===== config.mk =====
export PLATFORM = sky130hd
export DESIGN_NAME = space_packet_demultiplexer
export DESIGN_NICKNAME = d
export VERILOG_FILES = /design/src/rtl/spd_pkg.sv /design/src/rtl/spd_in_stage.sv /design/src/rtl/spd_core.sv /design/src/rtl/spd_out_stage.sv /design/src/rtl/space_packet_demultiplexer.sv
export SDC_FILE = /design/constraint.sdc
export NUM_CORES = 1
export LEC_CHECK = 0
export ABC_AREA = 1
export ABC_CLOCK_PERIOD_IN_PS = 5100
export BUFFER_PORTS_ARGS = -buffer_cell sky130_fd_sc_hd__clkbuf_2
export CAP_MARGIN = 20
export CORE_MARGIN = 4
export CORE_UTILIZATION = 25
export CTS_CLUSTER_DIAMETER = 30
export DETAILED_ROUTE_END_ITERATION = 16
export PLACE_DENSITY = 0.37
export SYNTH_ARGS = -nofsm -noshare
export SYNTH_HDL_FRONTEND = slang
export SYNTH_SLANG_ARGS = --single-unit

===== constraint.sdc =====
create_clock -name clk -period 5.1 [get_ports clk]
set_input_delay 0.765 -clock clk [delete_from_list [all_inputs] [get_ports clk]]
set_output_delay 0.765 -clock clk [all_outputs]
set_load 0.05 [all_outputs]

===== src/rtl/spd_pkg.sv =====
package spd_pkg;

    // default frame geometry
    localparam int CADU_LENGTH_DEFAULT    = 1024;
    localparam int PAYLOAD_LENGTH_DEFAULT = 882;

    // frame layout
    localparam int HP_W          = 11;
    localparam int VCID_W        = 6;
    localparam int APID_W        = 11;
    localparam int APID_SEL_W    = 12;
    localparam int LEN_W         = 16;
    localparam int CFG_DATA_W    = 16;
    localparam int CFG_INDEX_W   = 2;
    localparam int VCID_POS      = 5;
    localparam int HP_HIGH_POS   = 12;
    localparam int HP_LOW_POS    = 13;
    localparam int PAYLOAD_START = 14;

    localparam logic [HP_W-1:0]       HP_NONE   = '1;
    localparam logic [APID_SEL_W-1:0] APID_RAW  = '1;
    localparam logic [APID_SEL_W-1:0] APID_ANY  = '0;
    localparam logic [LEN_W-1:0]      LEN_ANY   = '0;
    localparam logic [LEN_W-1:0]      LEN_MAX   = '1;

    // configuration register indexes
    localparam logic [CFG_INDEX_W-1:0] CFG_VCID   = 2'd0;
    localparam logic [CFG_INDEX_W-1:0] CFG_APID   = 2'd1;
    localparam logic [CFG_INDEX_W-1:0] CFG_LENGTH = 2'd2;

    typedef struct packed {
        logic [7:0] data;
        logic       start;
    } spd_item_t;

    typedef struct packed {
        logic [7:0] data;
        logic       first;
        logic       last;
        logic       keep;
    } spd_beat_t;

    typedef struct packed {
        logic advance;
        logic fire;
    } spd_ctrl_t;

    typedef struct packed {
        logic                   write;
        logic [CFG_INDEX_W-1:0] index;
        logic [CFG_DATA_W-1:0]  data;
    } spd_cfg_t;

endpackage


===== src/rtl/spd_in_stage.sv =====
module spd_in_stage
(
    input  logic              clk,
    input  logic              rst_n,
    input  logic              in_valid,
    output logic              in_stall,
    input  spd_pkg::spd_item_t in_item,
    input  logic              advance,
    output logic              item_valid,
    output spd_pkg::spd_item_t item
);
    import spd_pkg::*;

    logic      valid_reg;
    logic      valid_next;
    spd_item_t item_reg;
    logic      load;

    // the stage takes a beat when empty or when its content moves on
    assign in_stall   = valid_reg && !advance;
    assign load       = !in_stall;
    assign valid_next = load ? in_valid : valid_reg;

    always_ff @(posedge clk or negedge rst_n)
    begin
        if (!rst_n)
        begin
            valid_reg <= 1'b0;
        end
        else
        begin
            valid_reg <= valid_next;
        end
    end

    always_ff @(posedge clk)
    begin
        if (load && in_valid)
        begin
            item_reg <= in_item;
        end
    end

    assign item_valid = valid_reg;
    assign item       = item_reg;

endmodule


===== src/rtl/spd_core.sv =====
module spd_core #(
    parameter int CADU_LENGTH    = spd_pkg::CADU_LENGTH_DEFAULT,
    parameter int PAYLOAD_LENGTH = spd_pkg::PAYLOAD_LENGTH_DEFAULT
)
(
    input  logic               clk,
    input  logic               rst_n,
    input  spd_pkg::spd_ctrl_t ctrl,
    input  spd_pkg::spd_item_t item,
    input  spd_pkg::spd_cfg_t  cfg,
    output logic               res_valid,
    output spd_pkg::spd_beat_t res
);
    import spd_pkg::*;

    localparam int POS_W = $clog2(CADU_LENGTH);
    localparam int CW    = (POS_W >= HP_W) ? POS_W + 1 : HP_W + 1;

    localparam logic [CW-1:0] C_VCID_POS = CW'(VCID_POS);
    localparam logic [CW-1:0] C_HP_HIGH  = CW'(HP_HIGH_POS);
    localparam logic [CW-1:0] C_HP_LOW   = CW'(HP_LOW_POS);
    localparam logic [CW-1:0] C_PL_START = CW'(PAYLOAD_START);
    localparam logic [CW-1:0] C_PL_END   = CW'(PAYLOAD_START + PAYLOAD_LENGTH);
    localparam logic [CW-1:0] C_PL_LEN   = CW'(PAYLOAD_LENGTH);
    localparam logic [CW-1:0] C_PL_LAST  = CW'(PAYLOAD_LENGTH - 1);
    localparam logic [CW-1:0] C_CADU_LEN = CW'(CADU_LENGTH);

    logic [VCID_W-1:0]     vcid_sel_reg,   vcid_sel_next;
    logic [APID_SEL_W-1:0] apid_sel_reg,   apid_sel_next;
    logic [LEN_W-1:0]      len_sel_reg,    len_sel_next;
    logic [POS_W-1:0]      position_reg,   position_next;
    logic                  selected_reg,   selected_next;
    logic [HP_W-1:0]       hdr_ptr_reg,    hdr_ptr_next;
    logic                  hdr_seen_reg,   hdr_seen_next;
    logic [LEN_W-1:0]      pkt_len_reg,    pkt_len_next;
    logic [APID_W-1:0]     pkt_apid_reg,   pkt_apid_next;
    logic [7:0]            held_byte_reg,  held_byte_next;
    logic                  held_valid_reg, held_valid_next;
    logic                  held_first_reg, held_first_next;

    logic [CW-1:0] pos_x;
    logic [CW-1:0] pos_inc;
    logic [CW-1:0] offset;
    logic [CW-1:0] hp_x;
    logic          in_payload;
    logic          hdr_here;
    logic          raw_mode;
    logic          kept;
    logic [LEN_W-1:0]  len_base;
    logic [APID_W-1:0] apid_base;

    assign pos_x    = item.start ? '0 : CW'(position_reg);
    assign pos_inc  = pos_x + CW'(1);
    assign offset   = pos_x - C_PL_START;
    assign hp_x     = CW'(hdr_ptr_reg);
    assign raw_mode = (apid_sel_reg == APID_RAW);
    assign in_payload = (pos_x >= C_PL_START) && (pos_x < C_PL_END) && selected_reg;
    assign hdr_here   = (hp_x < C_PL_LEN) && (offset == hp_x);

    // filter on the packet that is being closed
    always_comb
    begin
        logic apid_ok;
        logic len_ok;
        apid_ok = !apid_sel_reg[APID_SEL_W-1]
                  && ((apid_sel_reg == APID_ANY)
                      || (apid_sel_reg == {1'b0, pkt_apid_reg}));
        len_ok  = (len_sel_reg == LEN_ANY) || (len_sel_reg == pkt_len_reg);
        kept    = (pkt_len_reg >= LEN_W'(2)) && apid_ok && len_ok;
    end

    always_comb
    begin
        vcid_sel_next   = vcid_sel_reg;
        apid_sel_next   = apid_sel_reg;
        len_sel_next    = len_sel_reg;
        position_next   = position_reg;
        selected_next   = selected_reg;
        hdr_ptr_next    = hdr_ptr_reg;
        hdr_seen_next   = hdr_seen_reg;
        pkt_len_next    = pkt_len_reg;
        pkt_apid_next   = pkt_apid_reg;
        held_byte_next  = held_byte_reg;
        held_valid_next = held_valid_reg;
        held_first_next = held_first_reg;
        res_valid       = 1'b0;
        res             = '0;
        len_base        = pkt_len_reg;
        apid_base       = pkt_apid_reg;

        if (ctrl.fire)
        begin
            position_next = (pos_inc >= C_CADU_LEN) ? '0 : pos_inc[POS_W-1:0];

            if (pos_x == C_VCID_POS)
            begin
                selected_next = (item.data[VCID_W-1:0] == vcid_sel_reg);
            end
            else if (pos_x == C_HP_HIGH)
            begin
                hdr_ptr_next = {item.data[2:0], hdr_ptr_reg[7:0]};
            end
            else if (pos_x == C_HP_LOW)
            begin
                hdr_ptr_next = {hdr_ptr_reg[HP_W-1:8], item.data};
            end
            else if (in_payload)
            begin
                if (raw_mode)
                begin
                    res_valid  = 1'b1;
                    res.data   = item.data;
                    res.first  = (offset == '0);
                    res.last   = (offset == C_PL_LAST);
                    res.keep   = (offset == C_PL_LAST);
                end
                else if (hdr_here || hdr_seen_reg)
                begin
                    if (held_valid_reg)
                    begin
                        res_valid = 1'b1;
                        res.data  = held_byte_reg;
                        res.first = held_first_reg;
                        res.last  = hdr_here && hdr_seen_reg;
                        res.keep  = hdr_here && hdr_seen_reg && kept;
                    end
                    if (hdr_here)
                    begin
                        // a new packet starts on this byte
                        len_base        = '0;
                        apid_base       = '0;
                        hdr_seen_next   = 1'b1;
                        held_first_next = 1'b1;
                    end
                    else
                    begin
                        held_first_next = !held_valid_reg;
                    end
                    // append the byte to the open packet
                    if (len_base == '0)
                    begin
                        pkt_apid_next = {item.data[2:0], 8'h00};
                    end
                    else if (len_base == LEN_W'(1))
                    begin
                        pkt_apid_next = apid_base | APID_W'(item.data);
                    end
                    else
                    begin
                        pkt_apid_next = apid_base;
                    end
                    pkt_len_next    = (len_base == LEN_MAX) ? len_base : len_base + LEN_W'(1);
                    held_byte_next  = item.data;
                    held_valid_next = 1'b1;
                end
            end
        end

        if (cfg.write)
        begin
            case (cfg.index)
                CFG_VCID:
                begin
                    vcid_sel_next = cfg.data[VCID_W-1:0];
                end
                CFG_APID:
                begin
                    apid_sel_next   = cfg.data[APID_SEL_W-1:0];
                    hdr_seen_next   = 1'b0;
                    held_valid_next = 1'b0;
                    held_first_next = 1'b0;
                    pkt_len_next    = '0;
                    pkt_apid_next   = '0;
                end
                CFG_LENGTH:
                begin
                    len_sel_next = cfg.data[LEN_W-1:0];
                end
                default:
                begin
                end
            endcase
        end
    end

    always_ff @(posedge clk or negedge rst_n)
    begin
        if (!rst_n)
        begin
            vcid_sel_reg   <= '0;
            apid_sel_reg   <= '0;
            len_sel_reg    <= '0;
            position_reg   <= '0;
            selected_reg   <= 1'b0;
            hdr_ptr_reg    <= HP_NONE;
            hdr_seen_reg   <= 1'b0;
            pkt_len_reg    <= '0;
            pkt_apid_reg   <= '0;
            held_valid_reg <= 1'b0;
            held_first_reg <= 1'b0;
        end
        else
        begin
            vcid_sel_reg   <= vcid_sel_next;
            apid_sel_reg   <= apid_sel_next;
            len_sel_reg    <= len_sel_next;
            position_reg   <= position_next;
            selected_reg   <= selected_next;
            hdr_ptr_reg    <= hdr_ptr_next;
            hdr_seen_reg   <= hdr_seen_next;
            pkt_len_reg    <= pkt_len_next;
            pkt_apid_reg   <= pkt_apid_next;
            held_valid_reg <= held_valid_next;
            held_first_reg <= held_first_next;
        end
    end

    always_ff @(posedge clk)
    begin
        held_byte_reg <= held_byte_next;
    end

`ifndef SYNTHESIS
    a_held_needs_header: assert property (@(posedge clk) disable iff (!rst_n)
        held_valid_reg |-> hdr_seen_reg)
        else $error("held byte without a packet header");

    a_first_needs_held: assert property (@(posedge clk) disable iff (!rst_n)
        held_first_reg |-> held_valid_reg)
        else $error("first mark on an empty hold register");

    a_len_tracks_held: assert property (@(posedge clk) disable iff (!rst_n)
        held_valid_reg == (pkt_len_reg != '0))
        else $error("packet length and hold register disagree");
`endif

endmodule


===== src/rtl/spd_out_stage.sv =====
module spd_out_stage
(
    input  logic               clk,
    input  logic               rst_n,
    input  logic               advance,
    input  logic               load_valid,
    input  spd_pkg::spd_beat_t load_beat,
    output logic               out_valid,
    output spd_pkg::spd_beat_t out_beat
);
    import spd_pkg::*;

    logic      valid_reg;
    logic      valid_next;
    spd_beat_t beat_reg;

    assign valid_next = advance ? load_valid : valid_reg;

    always_ff @(posedge clk or negedge rst_n)
    begin
        if (!rst_n)
        begin
            valid_reg <= 1'b0;
        end
        else
        begin
            valid_reg <= valid_next;
        end
    end

    always_ff @(posedge clk)
    begin
        if (advance && load_valid)
        begin
            beat_reg <= load_beat;
        end
    end

    assign out_valid = valid_reg;
    assign out_beat  = beat_reg;

endmodule


===== src/rtl/space_packet_demultiplexer.sv =====
// space packet demultiplexer: takes a cadu byte stream one byte per beat
// (cadu_start on byte 0), keeps frames whose vcid (byte 5) matches
// vcid_select and cuts space packets out of the payload at the first-header
// pointer (bytes 12-13). packet bytes leave one per beat with first and last
// marks; out_keep on the last byte tells whether the packet passes the apid
// and length filters. apid_select of -1 sends each frame payload as one
// packet. rate: one input byte per clock sustained unless out_stall holds a
// result beat; a byte goes through an input register, one pass of compare and
// update logic against the frame counter and packet registers, and a result
// register that drives the output ports. inside a packet the result lags by
// one byte, since each byte waits in the hold register until the next one
// tells whether it was the last. configuration is to be written through
// cfg_write only while the block is idle; the block does not enforce this.
module space_packet_demultiplexer #(
    parameter int CADU_LENGTH    = spd_pkg::CADU_LENGTH_DEFAULT,
    parameter int PAYLOAD_LENGTH = spd_pkg::PAYLOAD_LENGTH_DEFAULT
)
(
    input  logic                               clk,
    input  logic                               rst_n,
    // input channel
    input  logic                               in_valid,
    output logic                               in_stall,
    input  logic [7:0]                         cadu_byte,
    input  logic                               cadu_start,
    // result channel
    output logic                               out_valid,
    input  logic                               out_stall,
    output logic [7:0]                         out_byte,
    output logic                               out_first,
    output logic                               out_last,
    output logic                               out_keep,
    // configuration write port
    input  logic                               cfg_write,
    input  logic [spd_pkg::CFG_INDEX_W-1:0]    cfg_index,
    input  logic [spd_pkg::CFG_DATA_W-1:0]     cfg_data
);
    import spd_pkg::*;

    spd_item_t in_item;
    spd_item_t item;
    logic      item_valid;
    spd_ctrl_t ctrl;
    spd_cfg_t  cfg;
    logic      res_valid;
    spd_beat_t res;
    spd_beat_t out_beat;

    assign in_item.data  = cadu_byte;
    assign in_item.start = cadu_start;

    assign cfg.write = cfg_write;
    assign cfg.index = cfg_index;
    assign cfg.data  = cfg_data;

    // the whole path moves on unless a result beat is held up downstream
    assign ctrl.advance = !out_valid || !out_stall;
    assign ctrl.fire    = item_valid && ctrl.advance;

    spd_in_stage u_in_stage
    (
        .clk        (clk),
        .rst_n      (rst_n),
        .in_valid   (in_valid),
        .in_stall   (in_stall),
        .in_item    (in_item),
        .advance    (ctrl.advance),
        .item_valid (item_valid),
        .item       (item)
    );

    spd_core #(
        .CADU_LENGTH    (CADU_LENGTH),
        .PAYLOAD_LENGTH (PAYLOAD_LENGTH)
    ) u_core
    (
        .clk       (clk),
        .rst_n     (rst_n),
        .ctrl      (ctrl),
        .item      (item),
        .cfg       (cfg),
        .res_valid (res_valid),
        .res       (res)
    );

    // result register holds the beat while the downstream stall lasts
    spd_out_stage u_out_stage
    (
        .clk        (clk),
        .rst_n      (rst_n),
        .advance    (ctrl.advance),
        .load_valid (ctrl.fire && res_valid),
        .load_beat  (res),
        .out_valid  (out_valid),
        .out_beat   (out_beat)
    );

    assign out_byte  = out_beat.data;
    assign out_first = out_beat.first;
    assign out_last  = out_beat.last;
    assign out_keep  = out_beat.keep;

`ifndef SYNTHESIS
    a_keep_only_on_last: assert property (@(posedge clk) disable iff (!rst_n)
        out_valid |-> (!out_keep || out_last))
        else $error("keep mark on a beat that does not close a packet");

    a_stall_from_output: assert property (@(posedge clk) disable iff (!rst_n)
        in_stall |-> (out_valid && out_stall))
        else $error("input stalled while the result side is free");
`endif

endmodule


-- After elaboration in Yosys (flattened, before gate mapping)
Index checks and enable logic that the tools add are counted.
- add/sub/neg operators: 3
- multiply operators: 0
- divide/modulo/power cells: 0
- order comparisons: 5
- equality and inequality tests: 13
- shift operators: 0
- multiplexer cells: 81
- bitwise operators: 7
- reduce and logical (&&, ||, !) cells: 36
- operators by type and width (operator ; count):
    two-way mux 16 bit ; 18
    two-way mux 11 bit ; 23
    two-way mux 1 bit ; 37
    zero test 16 bit ; 2
    == test 12 x 11 -> 1 bit ; 2
    == test 12 x 4 -> 1 bit (second input constant) ; 2
    zero test 12 bit ; 2
    two-way mux 10 bit ; 2
    adder 16 x 1 -> 16 bit (second input constant) ; 1
    == test 16 x 1 -> 1 bit (second input constant) ; 1
    == test 16 bit ; 1
    == test 16 bit (second input constant) ; 1
    >= comparator 16 x 2 -> 1 bit (second input constant) ; 1
    logical AND 1 bit ; 13
    adder 12 x 1 -> 12 bit (second input constant) ; 1
    == test 12 x 10 -> 1 bit (second input constant) ; 1
    == test 12 bit (second input constant) ; 1
    == test 12 x 3 -> 1 bit (second input constant) ; 1
    >= comparator 12 x 11 -> 1 bit (second input constant) ; 1
    >= comparator 12 x 4 -> 1 bit (second input constant) ; 1
    < comparator 12 x 10 -> 1 bit (second input constant) ; 1
    subtractor 12 x 4 -> 12 bit (second input constant) ; 1
    < comparator 11 x 10 -> 1 bit (second input constant) ; 1
    bitwise OR 11 x 8 -> 11 bit ; 1
    13 further kinds ; 29
- bits in registers: 116
- bits in latches: 0
- bits in writable memories: 0
- memory bits (read-only): 0
- output and inout port bits: 13
- logic and storage cells: 166
- memories kept: 0

-- Depth between registers and ports, before layout
- depth after elaboration: 24
- gate-level depth with buffers: 28

-- By module
A second synthesis with hierarchy kept.
- cells, all modules: 812
- area, all modules: 6525.0 um^2
- by module, submodules not included (module ; times used ; cells each ; area an instance (um^2) ; sequential area each (um^2)):
    spd_core ; 1 ; 774 ; 5796.8 ; 2406.1
    spd_out_stage ; 1 ; 17 ; 374.1 ; 355.3
    spd_in_stage ; 1 ; 16 ; 327.8 ; 295.3
    space_packet_demultiplexer ; 1 ; 5 ; 26.3 ; 0.0

-- Worst setup path after synthesis
No wires, ideal clock.
- path kind: flip-flop to flip-flop
- start: register u_in_stage.item_reg, in the netlist u_in_stage.item[0]
- end: register u_core.pkt_len_reg[2]
- library setup time: 0.132 ns
- data arrival time: 3.395 ns
- data required time: 4.968 ns
- slack: 1.573 ns
- stages on the path, launching flop included: 26
- cells stage by stage: edfxtp_1 > inv_4 > buf_8 > nand2_4 > inv_1 > ha_1 > nand3_4 > nand3_2 > inv_2 > nand2_1 > nand3_1 > nand2_1 > nor2_2 > nand3_4 > buf_6 > inv_2 > nor2_1 > ha_1 > and3_1 > nand3_1 > nor2_4 > nand3_2 > buf_6 > nand3_1 > xor2_1 > nor2_1
- cells in the longest elaborated chain, start to end: 23
- ends and longest elaborated chain (what ; line ; source):
    from (decl) ; spd_in_stage.sv:16 ; spd_item_t item_reg;
    from (signal assigned) ; spd_in_stage.sv:40 ; item_reg <= in_item;
    two-way mux 10 bit (*) ; spd_core.sv:52 ; assign pos_x = item.start ? '0 : CW'(position_reg);
    subtractor 12 x 4 -> 12 bit ; spd_core.sv:54 ; assign offset = pos_x - C_PL_START;
    == test 12 x 11 -> 1 bit ; spd_core.sv:58 ; assign hdr_here = (hp_x < C_PL_LEN) && (offset == hp_x);
    logical AND 1 bit ; spd_core.sv:58 ;
    two-way mux 16 bit ; spd_core.sv:127 ; if (hdr_here)
    two-way mux 16 bit ; spd_core.sv:117 ; else if (hdr_here || hdr_seen_reg)
    two-way mux 16 bit ; spd_core.sv:109 ; if (raw_mode)
    two-way mux 16 bit ; spd_core.sv:107 ; else if (in_payload)
    [8 not listed] ; - ;
    two-way mux 16 bit ; spd_core.sv:107 ;
    two-way mux 16 bit ; spd_core.sv:103 ; else if (pos_x == C_HP_LOW)
    two-way mux 16 bit ; spd_core.sv:99 ; else if (pos_x == C_HP_HIGH)
    two-way mux 16 bit (*) ; spd_core.sv:95 ; if (pos_x == C_VCID_POS)
    two-way mux 16 bit (*) ; spd_core.sv:91 ; if (ctrl.fire)
    two-way mux 16 bit ; spd_core.sv:161 ; case (cfg.index)
    two-way mux 16 bit (*) ; spd_core.sv:159 ; if (cfg.write)
    named net u_core.pkt_len_next[2] ; spd_core.sv:35 ; logic [LEN_W-1:0] pkt_len_reg, pkt_len_next;
    to (signal assigned) ; spd_core.sv:211 ; pkt_len_reg <= pkt_len_next;
    to (decl) ; spd_core.sv:35 ;
Mark *: on every way through the listed nets, which the timed path passes. The rest lies on a longest branch. The select of a mux whose other input is x is not followed.
A chain may end at the register's enable or synchronous reset.

-- Worst setup path in the final report
- start: register u_in_stage.item_reg, in the netlist u_in_stage.item[0]
- end: register u_core.pkt_len_reg[9]
Same word-level chain as after synthesis.

==> results.ini <==
[outcome]
run_status=completed

[die]
initial_core_util=0.256
io_pins=45
fp.dieH_um=172
rows=59
dieArea_mm2=0.0295
core_mm2=0.0262
die_w_um=172

[route]
drt-total-wl_mm=20.0
drc=0
drt-vias-per-instance=4.56
routedWlPerCell_um=16.5
drtIter0Drc=358
drtAntennaViolNets=0
vias=5527
drt-pass1-iter-count=5

[clocking]
cts_tree=built
cts_max_level=4
path_clk_slew_ns=0.06
cts.sinks=116
cts_hold_buf=0
worstSkewPairLatency_ns=0.42
cts_resized=0
cts_setup_buffers=0
ctsRootBufferMaster=clkbuf_16
clk_path_buf_depth=2
cts-buffers-inserted=17

[power]
sw_frac_of_total=0.275
pwr-share-clk=0.479
p_leak_nw=3.60
p_per_area_mw_per_mm2=310
ir_drop_uv=151
pwr-share-seq=0.441
internal_power_mw=1.76
p_sw_mw=0.669
p_comb_frac=0.080

[logic_synthesis]
synthArstFlopShare=0.759
synth_area_mm2=0.00671
synthFlopType=dfrtp_1
synth_fp_nets=859
syn_inst=819
synth_top_area_cell=dfrtp_1
ys.warnings.count=0
postSynthAreaPerCell_um2=8.19
synth_seq_cells=116
synth.distinct_cells=56
synth_edf_count=28
synth_top_cells_by_area=dfrtp_1, edfxtp_1, nand2_1
synth_top_cell_area_share=0.287
ys_seq_area_frac=0.456

[critical_path]
r2r-start=u_in_stage.item[0]
required_ns=5.41
end_kind=flip-flop
crit_chain=inv_4, nand2_4, inv_1, ha_1, nand3_4, nand3_2, inv_2, nand2_1, nand3_1, nand2_1, nor2_2, nand3_4, inv_2, nor2_1, ha_1, and3_1, nand3_1, nor2_4, nand3_2, nand4_1, inv_1, a21oi_1, nor2_1
cp.arrival_ns=4.43
cp_max_fo=18
critical-path-max-stage-delay_ns=0.45
worstSetupStartpoint=u_in_stage.item[0]
path_class=reg -> reg
critPathSlowestCell=edfxtp_1
cp-start-kind=flip-flop

[timing]
grt_setup_unrepaired=no
clock_skew_ns=0.0127
timing.final.crit_period_ns=4.12
setup_tns_ns=0
hold_viol=0
fmax_mhz=243
worstMarginPinSlew_ns=0.866
finalCritPeriodShare=0.809
relSlewSlack=0.421
setup_ws_ns=0.976
slew_violations=0
setup_viol=0

[run]
cap_violations=0

[global_routing]
overflow=0
antenna_found_initial=0
grt_max_degree=53
grt_pass1_vias=5536
grt_first_pass_wirelength_mm=32.1
track_usage=0.142

[placed_design]
gp_congestion=0.812
pre_cts_slack_ns=1.01
portBuffers=44
dp_hpwl_mm=14.9

[layout]
fillers=2781
antennaDiodeCount=0
syn2layout_area_growth_pct=16.9
nets=905
drive_gt1_frac=0.171

[worst_hold_path]
hold_class=in -> async

## power by group through the flow
stage	Sequential, mW	Clock (mW)	Combinational, mW
2_1_floorplan	1.06	0	0.136
3_3_place_gp	1.09	0	0.197
3_5_place_dp	1.09	0	0.198
4_1_cts	1.07	1.19	0.199
5_1_grt	1.08	1.24	0.227
6_report	1.07	1.16	0.194
## cells by family (layout without fill, tap and decap cells)
group                    Yosys count  after routing  synth area share
adder cells (fa/ha/maj)            8              8            0.0149
AND/OR/NAND/NOR                  392            392             0.290
XOR/XNOR                          28             28            0.0366
buffers and inverters            147            206            0.0888
AO/OA/AOI/OAI                    127            127             0.112
flip-flops                       116            116             0.456
multiplexers                       1              1           0.00168
## cells in the mapped netlist, types with 3 or more instances
cell type / count
o21ai_0: 61
a31oi_1: 3
and2_1: 3
nand2_1: 157
o21ai_1: 3
dfrtp_1: 77
a21oi_1: 30
nand3b_1: 3
nand3_1: 75
nor2_4: 4
buf_6: 3
or2_2: 5
o22ai_1: 13
nor4_1: 11
dfstp_2: 11
inv_1: 114
nor2_1: 65
nand4_1: 24
ha_1: 8
inv_2: 8
nand2_2: 5
o21ai_2: 3
edfxtp_1: 28
xnor2_1: 10
nor3_1: 10
clkbuf_1: 16
nand2_4: 7
nor2_2: 6
xor2_1: 18
nand3_2: 7
## layout make-up
class	instances	area, um^2	area share
inverters	125	474	0.0605
well taps	335	419	0.0534
repair buffers	49	268	0.0341
clock buffers	17	425	0.0542
flip-flops and latches	116	3060	0.390
multi-input cells	556	3060	0.390
clock inverters	15	144	0.0183
## cells in the final DEF, fill, tap and decap left out, types with 6 or more instances in the layout
| master | count |
|---|---|
| nand2_1 | 157 |
| inv_1 | 114 |
| dfrtp_1 | 77 |
| nand3_1 | 75 |
| nor2_1 | 65 |
| o21ai_0 | 61 |
| clkbuf_2 | 43 |
| a21oi_1 | 30 |
| edfxtp_1 | 28 |
| nand4_1 | 24 |
| xor2_1 | 18 |
| clkbuf_16 | 17 |
| o22ai_1 | 13 |
| nor4_1 | 11 |
| dfstp_2 | 11 |
| nor3_1 | 10 |
| xnor2_1 | 10 |
| inv_2 | 8 |
| ha_1 | 8 |
| nand2_4 | 7 |
| nand3_2 | 7 |
| nor2_2 | 6 |
| inv_6 | 6 |
## path summary, 6_finish.rpt
path	endpoint	slack (ns)	cells after the start
setup reg to reg	u_core.pkt_len_reg[9]	0.98	23
setup / recovery	u_core.pkt_len_reg[9]	0.98	23
hold / removal	u_core.vcid_sel_reg[2]	0.32	1
min in group clk	u_core.hdr_ptr_reg[0]	0.50	2
hold reg to reg	u_core.hdr_ptr_reg[0]	0.50	2
max in group asynchronous	u_core.pkt_len_reg[4]	3.70	2
## worst max-delay path: cells and delay by family, from the launching register on
kind                     cells  cell delay [ns]
flip-flops                   1             0.45
adder cells (fa/ha/maj)      2             0.43
buffers and inverters        5             0.65
AND/OR/NAND/NOR             15             2.35
AO/OA/AOI/OAI                1             0.12
## layer usage
layer / up-vias / share of wire / GRT usage
met5: - / 0 / 0
met4: 0 / 0.015 / 0.0410
met3: 25 / 0.036 / 0.0264
met2: 98 / 0.43 / 0.211
met1: 2587 / 0.52 / 0.209
li1: 2817 / - / -
## per-stage QoR
step                      cell area, um^2  utilization  hold WS [ns]  power, mW  std cells
after floorplan                      6710            -         0.450       1.20        819
after global placement               7260        0.277         0.497       1.29       1180
after detailed placement             7260        0.277         0.494       1.29       1180
after CTS                            7830        0.299         0.337       2.47       1212
after global routing                 7840        0.299         0.351       2.55       1213
final                                7840        0.299         0.320       2.43       1213
No activity file was read; power rests on OpenSTA's default activity.
